--- src/rtl/ltcs_pkg.sv ---
// Shared types and constants for the linear threshold classifier scorer.
// Used by every module of the block; no dependencies of its own.
`timescale 1ns / 1ps

package ltcs_pkg;

  localparam int NUM_CH_MAX = 7;
  localparam int TEMP_W     = 15;
  localparam int GAIN_W     = 10;
  localparam int BIAS_W     = 19;
  localparam int PROD_W     = GAIN_W + TEMP_W + 1;
  // 100*bias plus seven full-scale products stays inside 29 signed bits
  localparam int SUM_W      = 29;
  localparam int ICE_LIMIT  = 38002;
  localparam int BIAS_SCALE = 100;
  localparam int OUT_CNT_W  = 24;
  localparam int NUM_W      = 30;
  localparam int NUM_MAX    = 536870911;
  localparam int NUM_MIN    = -536870912;
  localparam int ADDR_W     = 5;
  localparam int DATA_W     = 32;

  localparam logic [2:0] REG_BIAS        = 3'd0;
  localparam logic [2:0] REG_GAIN_ONE    = 3'd1;
  localparam logic [2:0] REG_GAIN_TWO    = 3'd2;
  localparam logic [2:0] REG_GAIN_THREE  = 3'd3;
  localparam logic [2:0] REG_GAIN_FOUR   = 3'd4;
  localparam logic [2:0] REG_GAIN_FIVE   = 3'd5;
  localparam logic [2:0] REG_GAIN_SIX    = 3'd6;
  localparam logic [2:0] REG_GAIN_SEVEN  = 3'd7;

  typedef enum logic [1:0] {
    DEC_UNSURE = 2'd0,
    DEC_ICE    = 2'd1,
    DEC_WATER  = 2'd2
  } decision_e;

  typedef struct packed {
    logic signed [BIAS_W-1:0]                     bias;
    logic        [NUM_CH_MAX-1:0][GAIN_W-1:0]     gain;
  } cfg_t;

  typedef struct packed {
    logic [NUM_CH_MAX-1:0][TEMP_W-1:0] temp;
    logic                              ice;
    logic                              last;
  } item_t;

endpackage

--- src/rtl/linear_threshold_classifier_scorer_top.sv ---
// Top level of the linear threshold classifier scorer: register port, chain of MAC
// cells, tally stage and output stage. Uses ltcs_pkg and ltcs_* but the checker.
//
// Usage:
//   Input channel (in_valid_i/in_ready_o) takes one beat per item: seven
//   temperatures, the ice_present label and last_item. Output channel
//   (out_valid_o/out_ready_i) returns one beat per item with the decision;
//   on the beat of a last item it also carries the confusion tallies, the
//   item count and the score numerator with tallies_valid_o set, and the
//   tallies restart from zero. Other beats carry zero tallies.
//   From input beat to output beat an item passes one cell per channel, one
//   tally stage and one output stage. Throughput is one item per cycle when
//   not stalled; each cell owns one multiplier and passes its partial sum on.
//   When the receiver stalls, the whole chain holds in place and in_ready_o
//   drops; a beat still enters while the output register is being drained.
//   Reset clears the registers, the tallies and all valid flags.
//   Write bias at byte address 0 and gains one to seven at 4 to 28 while no
//   item is in flight.
`timescale 1ns / 1ps

module linear_threshold_classifier_scorer_top #(
  parameter int COUNT_BITS = 24,
  parameter int CHANNELS   = 7
) (
  input  logic                                clk_i,
  input  logic                                rst_ni,
  input  logic                                psel,
  input  logic                                penable,
  input  logic                                pwrite,
  input  logic [ltcs_pkg::ADDR_W-1:0]         paddr,
  input  logic [ltcs_pkg::DATA_W-1:0]         pwdata,
  output logic [ltcs_pkg::DATA_W-1:0]         prdata,
  output logic                                pready,
  input  logic                                in_valid_i,
  output logic                                in_ready_o,
  input  logic [ltcs_pkg::TEMP_W-1:0]         temp_one_i,
  input  logic [ltcs_pkg::TEMP_W-1:0]         temp_two_i,
  input  logic [ltcs_pkg::TEMP_W-1:0]         temp_three_i,
  input  logic [ltcs_pkg::TEMP_W-1:0]         temp_four_i,
  input  logic [ltcs_pkg::TEMP_W-1:0]         temp_five_i,
  input  logic [ltcs_pkg::TEMP_W-1:0]         temp_six_i,
  input  logic [ltcs_pkg::TEMP_W-1:0]         temp_seven_i,
  input  logic                                ice_present_i,
  input  logic                                last_item_i,
  output logic                                out_valid_o,
  input  logic                                out_ready_i,
  output logic [1:0]                          decision_o,
  output logic [ltcs_pkg::OUT_CNT_W-1:0]      ice_correct_o,
  output logic [ltcs_pkg::OUT_CNT_W-1:0]      ice_missed_o,
  output logic [ltcs_pkg::OUT_CNT_W-1:0]      water_correct_o,
  output logic [ltcs_pkg::OUT_CNT_W-1:0]      false_ice_o,
  output logic [ltcs_pkg::OUT_CNT_W-1:0]      item_total_o,
  output logic signed [ltcs_pkg::NUM_W-1:0]   score_numerator_o,
  output logic                                tallies_valid_o
);

  ltcs_pkg::cfg_t                             cfg;
  logic                                       adv;
  logic [CHANNELS:0]                          ch_valid;
  logic signed [CHANNELS:0][ltcs_pkg::SUM_W-1:0] ch_sum;
  ltcs_pkg::item_t [CHANNELS:0]               ch_item;

  logic                                       t_valid, t_last;
  logic [1:0]                                 t_dec;
  logic [4:0][ltcs_pkg::OUT_CNT_W-1:0]        t_cnt, o_cnt;
  logic [COUNT_BITS:0]                        t_correct, t_wrong;

  ltcs_regs u_regs (
    .clk_i   (clk_i),
    .rst_ni  (rst_ni),
    .psel    (psel),
    .penable (penable),
    .pwrite  (pwrite),
    .paddr   (paddr),
    .pwdata  (pwdata),
    .prdata  (prdata),
    .pready  (pready),
    .cfg_o   (cfg)
  );

  // advance whenever the output register is free or being drained
  assign adv        = !out_valid_o || out_ready_i;
  assign in_ready_o = adv;

  assign ch_valid[0]     = in_valid_i;
  assign ch_sum[0]       = ltcs_pkg::SUM_W'($signed(cfg.bias) * ltcs_pkg::BIAS_SCALE);
  assign ch_item[0].temp = {temp_seven_i, temp_six_i, temp_five_i, temp_four_i,
                            temp_three_i, temp_two_i, temp_one_i};
  assign ch_item[0].ice  = ice_present_i;
  assign ch_item[0].last = last_item_i;

  for (genvar k = 0; k < CHANNELS; k++) begin : g_cell
    ltcs_cell #(.IDX(k)) u_cell (
      .clk_i   (clk_i),
      .rst_ni  (rst_ni),
      .adv_i   (adv),
      .gain_i  (cfg.gain[k]),
      .valid_i (ch_valid[k]),
      .sum_i   (ch_sum[k]),
      .item_i  (ch_item[k]),
      .valid_o (ch_valid[k+1]),
      .sum_o   (ch_sum[k+1]),
      .item_o  (ch_item[k+1])
    );
  end

  ltcs_tally #(.COUNT_BITS(COUNT_BITS)) u_tally (
    .clk_i      (clk_i),
    .rst_ni     (rst_ni),
    .adv_i      (adv),
    .valid_i    (ch_valid[CHANNELS]),
    .sum_i      (ch_sum[CHANNELS]),
    .ice_i      (ch_item[CHANNELS].ice),
    .last_i     (ch_item[CHANNELS].last),
    .valid_o    (t_valid),
    .decision_o (t_dec),
    .last_o     (t_last),
    .cnt_o      (t_cnt),
    .correct_o  (t_correct),
    .wrong_o    (t_wrong)
  );

  ltcs_score #(.COUNT_BITS(COUNT_BITS)) u_score (
    .clk_i           (clk_i),
    .rst_ni          (rst_ni),
    .adv_i           (adv),
    .valid_i         (t_valid),
    .decision_i      (t_dec),
    .last_i          (t_last),
    .cnt_i           (t_cnt),
    .correct_i       (t_correct),
    .wrong_i         (t_wrong),
    .valid_o         (out_valid_o),
    .decision_o      (decision_o),
    .cnt_o           (o_cnt),
    .num_o           (score_numerator_o),
    .tallies_valid_o (tallies_valid_o)
  );

  assign ice_correct_o   = o_cnt[0];
  assign ice_missed_o    = o_cnt[1];
  assign water_correct_o = o_cnt[2];
  assign false_ice_o     = o_cnt[3];
  assign item_total_o    = o_cnt[4];

endmodule

--- src/rtl/ltcs_regs.sv ---
// APB-style configuration registers: bias and the seven channel gains.
// Depends on ltcs_pkg for register codes and the cfg_t bundle.
`timescale 1ns / 1ps

module ltcs_regs (
  input  logic                          clk_i,
  input  logic                          rst_ni,
  input  logic                          psel,
  input  logic                          penable,
  input  logic                          pwrite,
  input  logic [ltcs_pkg::ADDR_W-1:0]   paddr,
  input  logic [ltcs_pkg::DATA_W-1:0]   pwdata,
  output logic [ltcs_pkg::DATA_W-1:0]   prdata,
  output logic                          pready,
  output ltcs_pkg::cfg_t                cfg_o
);

  ltcs_pkg::cfg_t cfg_q, cfg_d;
  logic [2:0]     idx;
  logic           wr_en;

  assign idx    = paddr[ltcs_pkg::ADDR_W-1:2];
  assign wr_en  = psel && penable && pwrite;
  assign pready = 1'b1;
  assign cfg_o  = cfg_q;

  always_comb begin
    cfg_d = cfg_q;
    if (wr_en) begin
      case (idx)
        ltcs_pkg::REG_BIAS:       cfg_d.bias    = pwdata[ltcs_pkg::BIAS_W-1:0];
        ltcs_pkg::REG_GAIN_ONE:   cfg_d.gain[0] = pwdata[ltcs_pkg::GAIN_W-1:0];
        ltcs_pkg::REG_GAIN_TWO:   cfg_d.gain[1] = pwdata[ltcs_pkg::GAIN_W-1:0];
        ltcs_pkg::REG_GAIN_THREE: cfg_d.gain[2] = pwdata[ltcs_pkg::GAIN_W-1:0];
        ltcs_pkg::REG_GAIN_FOUR:  cfg_d.gain[3] = pwdata[ltcs_pkg::GAIN_W-1:0];
        ltcs_pkg::REG_GAIN_FIVE:  cfg_d.gain[4] = pwdata[ltcs_pkg::GAIN_W-1:0];
        ltcs_pkg::REG_GAIN_SIX:   cfg_d.gain[5] = pwdata[ltcs_pkg::GAIN_W-1:0];
        ltcs_pkg::REG_GAIN_SEVEN: cfg_d.gain[6] = pwdata[ltcs_pkg::GAIN_W-1:0];
        default:                  cfg_d = cfg_q;
      endcase
    end
  end

  always_comb begin
    case (idx)
      ltcs_pkg::REG_BIAS:
        prdata = ltcs_pkg::DATA_W'(cfg_q.bias);
      ltcs_pkg::REG_GAIN_ONE, ltcs_pkg::REG_GAIN_TWO, ltcs_pkg::REG_GAIN_THREE,
      ltcs_pkg::REG_GAIN_FOUR, ltcs_pkg::REG_GAIN_FIVE, ltcs_pkg::REG_GAIN_SIX,
      ltcs_pkg::REG_GAIN_SEVEN:
        prdata = ltcs_pkg::DATA_W'($signed(cfg_q.gain[idx - ltcs_pkg::REG_GAIN_ONE]));
      default:
        prdata = '0;
    endcase
  end

  always_ff @(posedge clk_i or negedge rst_ni) begin
    if (!rst_ni) begin
      cfg_q <= '0;
    end else begin
      cfg_q <= cfg_d;
    end
  end

endmodule

--- src/rtl/ltcs_cell.sv ---
// One multiply-accumulate cell of the scoring chain: adds gain*temp of its
// channel to the running sum and hands sum and item on. Uses ltcs_pkg.
`timescale 1ns / 1ps

module ltcs_cell #(
  parameter int IDX = 0
) (
  input  logic                               clk_i,
  input  logic                               rst_ni,
  input  logic                               adv_i,
  input  logic [ltcs_pkg::GAIN_W-1:0]        gain_i,
  input  logic                               valid_i,
  input  logic signed [ltcs_pkg::SUM_W-1:0]  sum_i,
  input  ltcs_pkg::item_t                    item_i,
  output logic                               valid_o,
  output logic signed [ltcs_pkg::SUM_W-1:0]  sum_o,
  output ltcs_pkg::item_t                    item_o
);

  logic                                      valid_q;
  logic signed [ltcs_pkg::SUM_W-1:0]         sum_q, sum_d;
  ltcs_pkg::item_t                           item_q;
  logic signed [ltcs_pkg::PROD_W-1:0]        prod;

  assign prod  = ltcs_pkg::PROD_W'($signed(gain_i))
               * ltcs_pkg::PROD_W'($signed({1'b0, item_i.temp[IDX]}));
  assign sum_d = sum_i + {{(ltcs_pkg::SUM_W - ltcs_pkg::PROD_W){prod[ltcs_pkg::PROD_W-1]}}, prod};

  always_ff @(posedge clk_i or negedge rst_ni) begin
    if (!rst_ni) begin
      valid_q <= 1'b0;
    end else if (adv_i) begin
      valid_q <= valid_i;
    end
  end

  // payload moves only with a live beat
  always_ff @(posedge clk_i) begin
    if (adv_i && valid_i) begin
      sum_q  <= sum_d;
      item_q <= item_i;
    end
  end

  assign valid_o = valid_q;
  assign sum_o   = sum_q;
  assign item_o  = item_q;

endmodule

--- src/rtl/ltcs_tally.sv ---
// Tail of the chain: thresholds the sum and keeps the saturating confusion
// tallies; on the last item it snapshots and clears them. Uses ltcs_pkg.
`timescale 1ns / 1ps

module ltcs_tally #(
  parameter int COUNT_BITS = 24
) (
  input  logic                               clk_i,
  input  logic                               rst_ni,
  input  logic                               adv_i,
  input  logic                               valid_i,
  input  logic signed [ltcs_pkg::SUM_W-1:0]  sum_i,
  input  logic                               ice_i,
  input  logic                               last_i,
  output logic                               valid_o,
  output logic [1:0]                         decision_o,
  output logic                               last_o,
  output logic [4:0][ltcs_pkg::OUT_CNT_W-1:0] cnt_o,
  output logic [COUNT_BITS:0]                correct_o,
  output logic [COUNT_BITS:0]                wrong_o
);

  localparam int WideW = (COUNT_BITS > ltcs_pkg::OUT_CNT_W) ? COUNT_BITS
                                                            : ltcs_pkg::OUT_CNT_W;
  localparam logic signed [ltcs_pkg::SUM_W-1:0] LimPos = ltcs_pkg::SUM_W'(ltcs_pkg::ICE_LIMIT);
  localparam logic signed [ltcs_pkg::SUM_W-1:0] LimNeg = -LimPos;
  localparam logic [WideW-1:0] OutMax = {{(WideW - ltcs_pkg::OUT_CNT_W){1'b0}},
                                         {ltcs_pkg::OUT_CNT_W{1'b1}}};

  // tally order: ice_correct, ice_missed, water_correct, false_ice, items
  logic [4:0][COUNT_BITS-1:0]          tally_q, tally_d, tally_n;
  logic                                valid_q;
  logic [1:0]                          decision_q;
  logic                                last_q;
  logic [4:0][ltcs_pkg::OUT_CNT_W-1:0] cnt_q, cnt_d;
  logic [COUNT_BITS:0]                 correct_q, correct_d, wrong_q, wrong_d;
  ltcs_pkg::decision_e                 dec;
  logic [4:0]                          bump;

  function automatic logic [COUNT_BITS-1:0] sat_inc(input logic [COUNT_BITS-1:0] t);
    sat_inc = (t == {COUNT_BITS{1'b1}}) ? t : t + 1'b1;
  endfunction

  function automatic logic [ltcs_pkg::OUT_CNT_W-1:0] clamp(input logic [COUNT_BITS-1:0] t);
    logic [WideW-1:0] w;
    w     = WideW'(t);
    clamp = (w > OutMax) ? ltcs_pkg::OUT_CNT_W'(OutMax) : ltcs_pkg::OUT_CNT_W'(w);
  endfunction

  always_comb begin
    if (sum_i > LimPos) begin
      dec = ltcs_pkg::DEC_ICE;
    end else if (sum_i < LimNeg) begin
      dec = ltcs_pkg::DEC_WATER;
    end else begin
      dec = ltcs_pkg::DEC_UNSURE;
    end
    bump    = '0;
    bump[0] = (dec == ltcs_pkg::DEC_ICE)   &&  ice_i;
    bump[1] = (dec == ltcs_pkg::DEC_WATER) &&  ice_i;
    bump[2] = (dec == ltcs_pkg::DEC_WATER) && !ice_i;
    bump[3] = (dec == ltcs_pkg::DEC_ICE)   && !ice_i;
    bump[4] = 1'b1;
    for (int k = 0; k < 5; k++) begin
      tally_n[k] = bump[k] ? sat_inc(tally_q[k]) : tally_q[k];
    end
    tally_d   = last_i ? '0 : tally_n;
    cnt_d     = '0;
    correct_d = '0;
    wrong_d   = '0;
    if (last_i) begin
      for (int k = 0; k < 5; k++) begin
        cnt_d[k] = clamp(tally_n[k]);
      end
      correct_d = {1'b0, tally_n[0]} + {1'b0, tally_n[2]};
      wrong_d   = {1'b0, tally_n[1]} + {1'b0, tally_n[3]};
    end
  end

  always_ff @(posedge clk_i or negedge rst_ni) begin
    if (!rst_ni) begin
      valid_q <= 1'b0;
      tally_q <= '0;
    end else if (adv_i) begin
      valid_q <= valid_i;
      if (valid_i) begin
        tally_q <= tally_d;
      end
    end
  end

  always_ff @(posedge clk_i) begin
    if (adv_i && valid_i) begin
      decision_q <= dec;
      last_q     <= last_i;
      cnt_q      <= cnt_d;
      correct_q  <= correct_d;
      wrong_q    <= wrong_d;
    end
  end

  assign valid_o    = valid_q;
  assign decision_o = decision_q;
  assign last_o     = last_q;
  assign cnt_o      = cnt_q;
  assign correct_o  = correct_q;
  assign wrong_o    = wrong_q;

endmodule

--- src/rtl/ltcs_score.sv ---
// Output stage: forms correct minus ten times wrong, saturates it to the
// result width and holds the result beat. Uses ltcs_pkg.
`timescale 1ns / 1ps

module ltcs_score #(
  parameter int COUNT_BITS = 24
) (
  input  logic                                 clk_i,
  input  logic                                 rst_ni,
  input  logic                                 adv_i,
  input  logic                                 valid_i,
  input  logic [1:0]                           decision_i,
  input  logic                                 last_i,
  input  logic [4:0][ltcs_pkg::OUT_CNT_W-1:0]  cnt_i,
  input  logic [COUNT_BITS:0]                  correct_i,
  input  logic [COUNT_BITS:0]                  wrong_i,
  output logic                                 valid_o,
  output logic [1:0]                           decision_o,
  output logic [4:0][ltcs_pkg::OUT_CNT_W-1:0]  cnt_o,
  output logic signed [ltcs_pkg::NUM_W-1:0]    num_o,
  output logic                                 tallies_valid_o
);

  localparam int NumW = COUNT_BITS + 6;
  localparam int ExtW = ((NumW > ltcs_pkg::NUM_W) ? NumW : ltcs_pkg::NUM_W) + 1;
  localparam logic signed [ExtW-1:0] SatHi = ExtW'(ltcs_pkg::NUM_MAX);
  localparam logic signed [ExtW-1:0] SatLo = ExtW'(ltcs_pkg::NUM_MIN);

  logic                                 valid_q;
  logic [1:0]                           decision_q;
  logic [4:0][ltcs_pkg::OUT_CNT_W-1:0]  cnt_q;
  logic signed [ltcs_pkg::NUM_W-1:0]    num_q, num_d;
  logic                                 tv_q;
  logic [COUNT_BITS+4:0]                wrong10;
  logic signed [ExtW-1:0]               num_ext;

  // times ten as eight plus two
  assign wrong10 = {1'b0, wrong_i, 3'b000} + {3'b000, wrong_i, 1'b0};
  assign num_ext = $signed(ExtW'(correct_i)) - $signed(ExtW'(wrong10));

  always_comb begin
    if (num_ext > SatHi) begin
      num_d = ltcs_pkg::NUM_W'(SatHi);
    end else if (num_ext < SatLo) begin
      num_d = ltcs_pkg::NUM_W'(SatLo);
    end else begin
      num_d = ltcs_pkg::NUM_W'(num_ext);
    end
  end

  always_ff @(posedge clk_i or negedge rst_ni) begin
    if (!rst_ni) begin
      valid_q <= 1'b0;
    end else if (adv_i) begin
      valid_q <= valid_i;
    end
  end

  always_ff @(posedge clk_i) begin
    if (adv_i && valid_i) begin
      decision_q <= decision_i;
      cnt_q      <= cnt_i;
      num_q      <= num_d;
      tv_q       <= last_i;
    end
  end

  assign valid_o         = valid_q;
  assign decision_o      = decision_q;
  assign cnt_o           = cnt_q;
  assign num_o           = num_q;
  assign tallies_valid_o = tv_q;

endmodule

--- config.mk ---
export PLATFORM = sky130hd
export DESIGN_NAME = linear_threshold_classifier_scorer_top
export DESIGN_NICKNAME = d
export VERILOG_FILES = /design/src/rtl/ltcs_pkg.sv /design/src/rtl/linear_threshold_classifier_scorer_top.sv /design/src/rtl/ltcs_regs.sv /design/src/rtl/ltcs_cell.sv /design/src/rtl/ltcs_tally.sv /design/src/rtl/ltcs_score.sv
export SDC_FILE = /design/constraint.sdc
export NUM_CORES = 2
export LEC_CHECK = 0
export ABC_AREA = 1
export ABC_CLOCK_PERIOD_IN_PS = 7150
export BUFFER_PORTS_ARGS = -buffer_cell sky130_fd_sc_hd__buf_2
export CORE_ASPECT_RATIO = 1.1
export CORE_MARGIN = 2
export CORE_UTILIZATION = 59
export CTS_BUF_LIST = sky130_fd_sc_hd__clkbuf_8
export DETAILED_ROUTE_END_ITERATION = 6
export PLACE_DENSITY = 0.86
export SLEW_MARGIN = 20
export SYNTH_ARGS = -nofsm -noshare
export SYNTH_HDL_FRONTEND = slang
export SYNTH_SLANG_ARGS = --single-unit
--- constraint.sdc ---
create_clock -name clk_i -period 7.15 [get_ports clk_i]
set_input_delay 1.0725 -clock clk_i [delete_from_list [all_inputs] [get_ports clk_i]]
set_output_delay 1.0725 -clock clk_i [all_outputs]
set_load 0.02 [all_outputs]
==> results.yml <==
run_status:
  run_status: "finished, violations left"
  violated_checks: "design-rule violations"
worst_setup_path:
  biggest_cell_delay_along_the_critical_path_ps: 620
  critical_path.max_fanout: 10
  critical_path.slowest_cell: "sky130_fd_sc_hd__dfrtp_1"
  crit-reg2reg-launch: "u_regs.cfg_o[39]"
  setup.worst_path.class: "reg2reg"
  crit_path_frequent_cell: "sky130_fd_sc_hd__nand2_1"
  r2r_slack_ps: 200
  setup.worst_path.start_class: "register"
  setup.worst_path.end_class: "register"
  timing.critical_path.arrival_ps: 7690
  worst-r2r-cell-count: 30
  timing.critical_path.required_ps: 7890
  reg_to_reg_critical_path_endpoint: "g_cell[3].u_cell.sum_o[28]"
cts:
  tritoncts_clock_tree: "yes"
  h-tree-depth: 4
  numClockSinks: 1075
  cts_root_buf: "sky130_fd_sc_hd__clkbuf_8"
  worst_skew_pair_latency_ps: 1020
  cts-buffers-inserted: 173
  cts.path.max_buffers: 3
  clkTransAtPathRegs_ps: 60
floorplan:
  height_of_the_die_um: 429
  start_util_pct: 59.5
  floorplan.core_area_mm2: 0.163
  overall_die_area_mm2: 0.167
  pin_count: 339
  die-width_um: 390
  fp-row-count: 155
placed_design:
  place.gp.congestion: 1.00
  dp_hpwl_mm: 210
  place.port_buffers: 322
layout:
  drive_gt1_share_pct: 7.31
  final_net_count: 13800
  syn_to_final_growth_pct: 8.34
timing:
  finalSetupTns_ps: 0
  clock_skew_ps: 93.7
  worst_pin_slew_ps: 1110
  post-route-min-period_ps: 6950
  finalSetupViolations: 0
  min_period_over_period_pct: 97.2
  relative_slew_slack_pct: 25.9
  hold_viol_final: 0
  max_clock_freq_mhz: 144
  finalMaxSlewViolations: 0
yosys:
  post-synth-top-area-fraction_pct: 26.6
  synth_cell_type_count: 52
  netlist.top_cell.by_area: "sky130_fd_sc_hd__edfxtp_1"
  ys_warns: 0
  synth_ff_type: "sky130_fd_sc_hd__edfxtp_1"
  number_of_flops_mapped_to_enable_cells_by_yosys: 857
  mappedNetlistArea_mm2: 0.0968
  post_synth.cell_area_avg_um2: 8.31
  yosysSeqAreaShare_pct: 32.2
  mappedNetlistNets: 13500
  synth-async-reset-ratio_pct: 20.3
  synth.area.top_cells: "sky130_fd_sc_hd__edfxtp_1 27%, sky130_fd_sc_hd__fa_1 16%, sky130_fd_sc_hd__nand2_1 11%"
  yosys_register_bits: 1075
  mapped_cells: 11700
routing:
  drc_errors: 12
  postRouteWirelength_mm: 264
  detail_route.vias_per_cell: 5.56
  dr_pass1_iterations: 7
  routed-via-count: 79100
  routedWlPerCell_um: 18.5
  iter_0_drt_violations: 6155
  drt.antenna.violating_nets: 0
hold_path:
  hold_path.class: "in2async"
job:
  maxCapViolations: 0
global_routing:
  grt_pass1_wl_mm: 421
  grt_pass1_vias: 81300
  grt_remaining_overflow: 0
  antenna_found_initial: 16
  largest_net_degree_at_the_start_of_global_routing: 160
  global_route.usage.total_pct: 31.8
[repair_timing]
action / CTS / global route
gates resized for setup: 0 / 51
hold buffers: 0 / 0
setup buffers: 0 / 25
endpoints found under the setup margin: 0 / 54
[synthesized netlist by cell type, types with 218 or more instances]
library cell / count
sky130_fd_sc_hd__nand2_1: 2941
sky130_fd_sc_hd__inv_1: 2269
sky130_fd_sc_hd__nor2_1: 912
sky130_fd_sc_hd__edfxtp_1: 857
sky130_fd_sc_hd__ha_1: 855
sky130_fd_sc_hd__fa_1: 792
sky130_fd_sc_hd__a21oi_1: 542
sky130_fd_sc_hd__nand3_1: 480
sky130_fd_sc_hd__o21ai_0: 442
sky130_fd_sc_hd__clkbuf_1: 301
sky130_fd_sc_hd__xor2_1: 270
sky130_fd_sc_hd__dfrtp_1: 218
[final cells by class]
type | count | area [um^2]
antenna | 12 | 30.0
clock buffer | 179 | 2460
clock inverter | 140 | 1260
fill | 13000 | 57800
inverter | 2284 | 8600
multi-input combinational | 7933 | 55700
sequential | 1075 | 31200
tap | 2119 | 2650
timing repair buffer | 489 | 3000
[cells in the final DEF (no fill, tap or decap), types with 12 or more instances in the layout]
cell type / n
sky130_fd_sc_hd__dfrtp_2: 24
sky130_fd_sc_hd__nor4_1: 26
sky130_fd_sc_hd__fa_1: 792
sky130_fd_sc_hd__inv_1: 2315
sky130_fd_sc_hd__a21o_1: 69
sky130_fd_sc_hd__o21bai_1: 38
sky130_fd_sc_hd__or2_2: 62
sky130_fd_sc_hd__xor2_1: 269
sky130_fd_sc_hd__a21oi_1: 537
sky130_fd_sc_hd__o21ai_0: 438
sky130_fd_sc_hd__bufinv_16: 17
sky130_fd_sc_hd__clkbuf_8: 179
sky130_fd_sc_hd__o21a_1: 14
sky130_fd_sc_hd__dfrtp_1: 193
sky130_fd_sc_hd__xnor2_1: 105
sky130_fd_sc_hd__buf_4: 158
sky130_fd_sc_hd__nand4_1: 136
sky130_fd_sc_hd__a21boi_0: 20
sky130_fd_sc_hd__nor2_1: 900
sky130_fd_sc_hd__diode_2: 12
sky130_fd_sc_hd__nor3_1: 86
sky130_fd_sc_hd__nand2_1: 2939
sky130_fd_sc_hd__clkinv_1: 24
sky130_fd_sc_hd__nand3_1: 480
sky130_fd_sc_hd__a31oi_1: 46
sky130_fd_sc_hd__o211ai_1: 20
sky130_fd_sc_hd__clkinv_2: 25
sky130_fd_sc_hd__ha_1: 853
sky130_fd_sc_hd__buf_2: 321
sky130_fd_sc_hd__edfxtp_1: 857
[metrics by stage]
| step | area, um^2 | std cells | setup slack (ps) | hold slack [ps] | util [%] |
|---|---|---|---|---|---|
| 2_1_floorplan | 96800 | 11700 | 232 | 400 | - |
| 3_3_place_gp | 101000 | 13900 | 322 | 401 | 61.9 |
| 3_5_place_dp | 101000 | 13900 | 199 | 405 | 61.9 |
| 4_1_cts | 104000 | 14200 | 168 | 31.1 | 64.2 |
| 5_1_grt | 105000 | 14200 | -47.1 | 100 | 64.5 |
| 6_report | 105000 | 14200 | 200 | 26.1 | 64.5 |
[critical path, delay by kind of cell, from the launching register on]
family / cells / cell delay (ps)
flip-flops: 1 / 620
adder cells (fa/ha/maj): 7 / 2900
AO/OA/AOI/OAI: 1 / 280
AND/OR/NAND/NOR: 16 / 1990
buffers and inverters: 6 / 870
[sequential cells by signal, summed over array words and instances (netlist names)]
register,count
u_tally.correct_o,25
u_tally.valid_o,1
u_tally.wrong_o,25
u_score.tallies_valid_o,1
u_score.decision_o,2
u_tally.decision_o,2
g_cell.u_cell.item_o,329
u_tally.tally_q,120
u_tally.last_o,1
u_tally.cnt_o,120
u_score.valid_o,1
g_cell.u_cell.sum_o,202
u_score.num_o,30
u_score.cnt_o,120
g_cell.u_cell.valid_o,7
u_regs.cfg_o,89
[metal layers]
metal,part of all wire [%],track usage [%]
met2,50,55.4
met3,6.1,4.62
met1,38,37.4
met5,0.019,0
met4,6.5,18.5
[worst max-delay path by stage]
stage | start | endpoint | slack, ps | cells after the start
detailed placement | u_regs.cfg_o[35] | g_cell[3].u_cell.sum_o[28] | 200 | 27
global placement | u_regs.cfg_o[25] | g_cell[2].u_cell.sum_o[28] | 320 | 30
global route | u_regs.cfg_o[69] | g_cell[6].u_cell.sum_o[28] | -50 | 27
floorplan | out_ready_i | u_tally.tally_q[110] | 230 | 4
CTS | u_regs.cfg_o[35] | g_cell[3].u_cell.sum_o[28] | 170 | 27
finish | u_regs.cfg_o[39] | g_cell[3].u_cell.sum_o[28] | 200 | 30
[kinds of logic (layout without fill, tap and decap cells)]
family | after synthesis | after routing | share of synthesized area [%]
buf+inv | 2648 | 3092 | 10.4
fa+ha+maj | 1647 | 1647 | 27.4
simple gates | 4679 | 4679 | 19.6
flops | 1075 | 1075 | 32.2
other cells | 1 | 13 | 0.00387
xor+xnor | 375 | 375 | 3.39
compound gates | 1231 | 1231 | 6.94
Power is not shown: default switching activity piles up to over one toggle a cycle in this logic, so the estimate is an artifact.
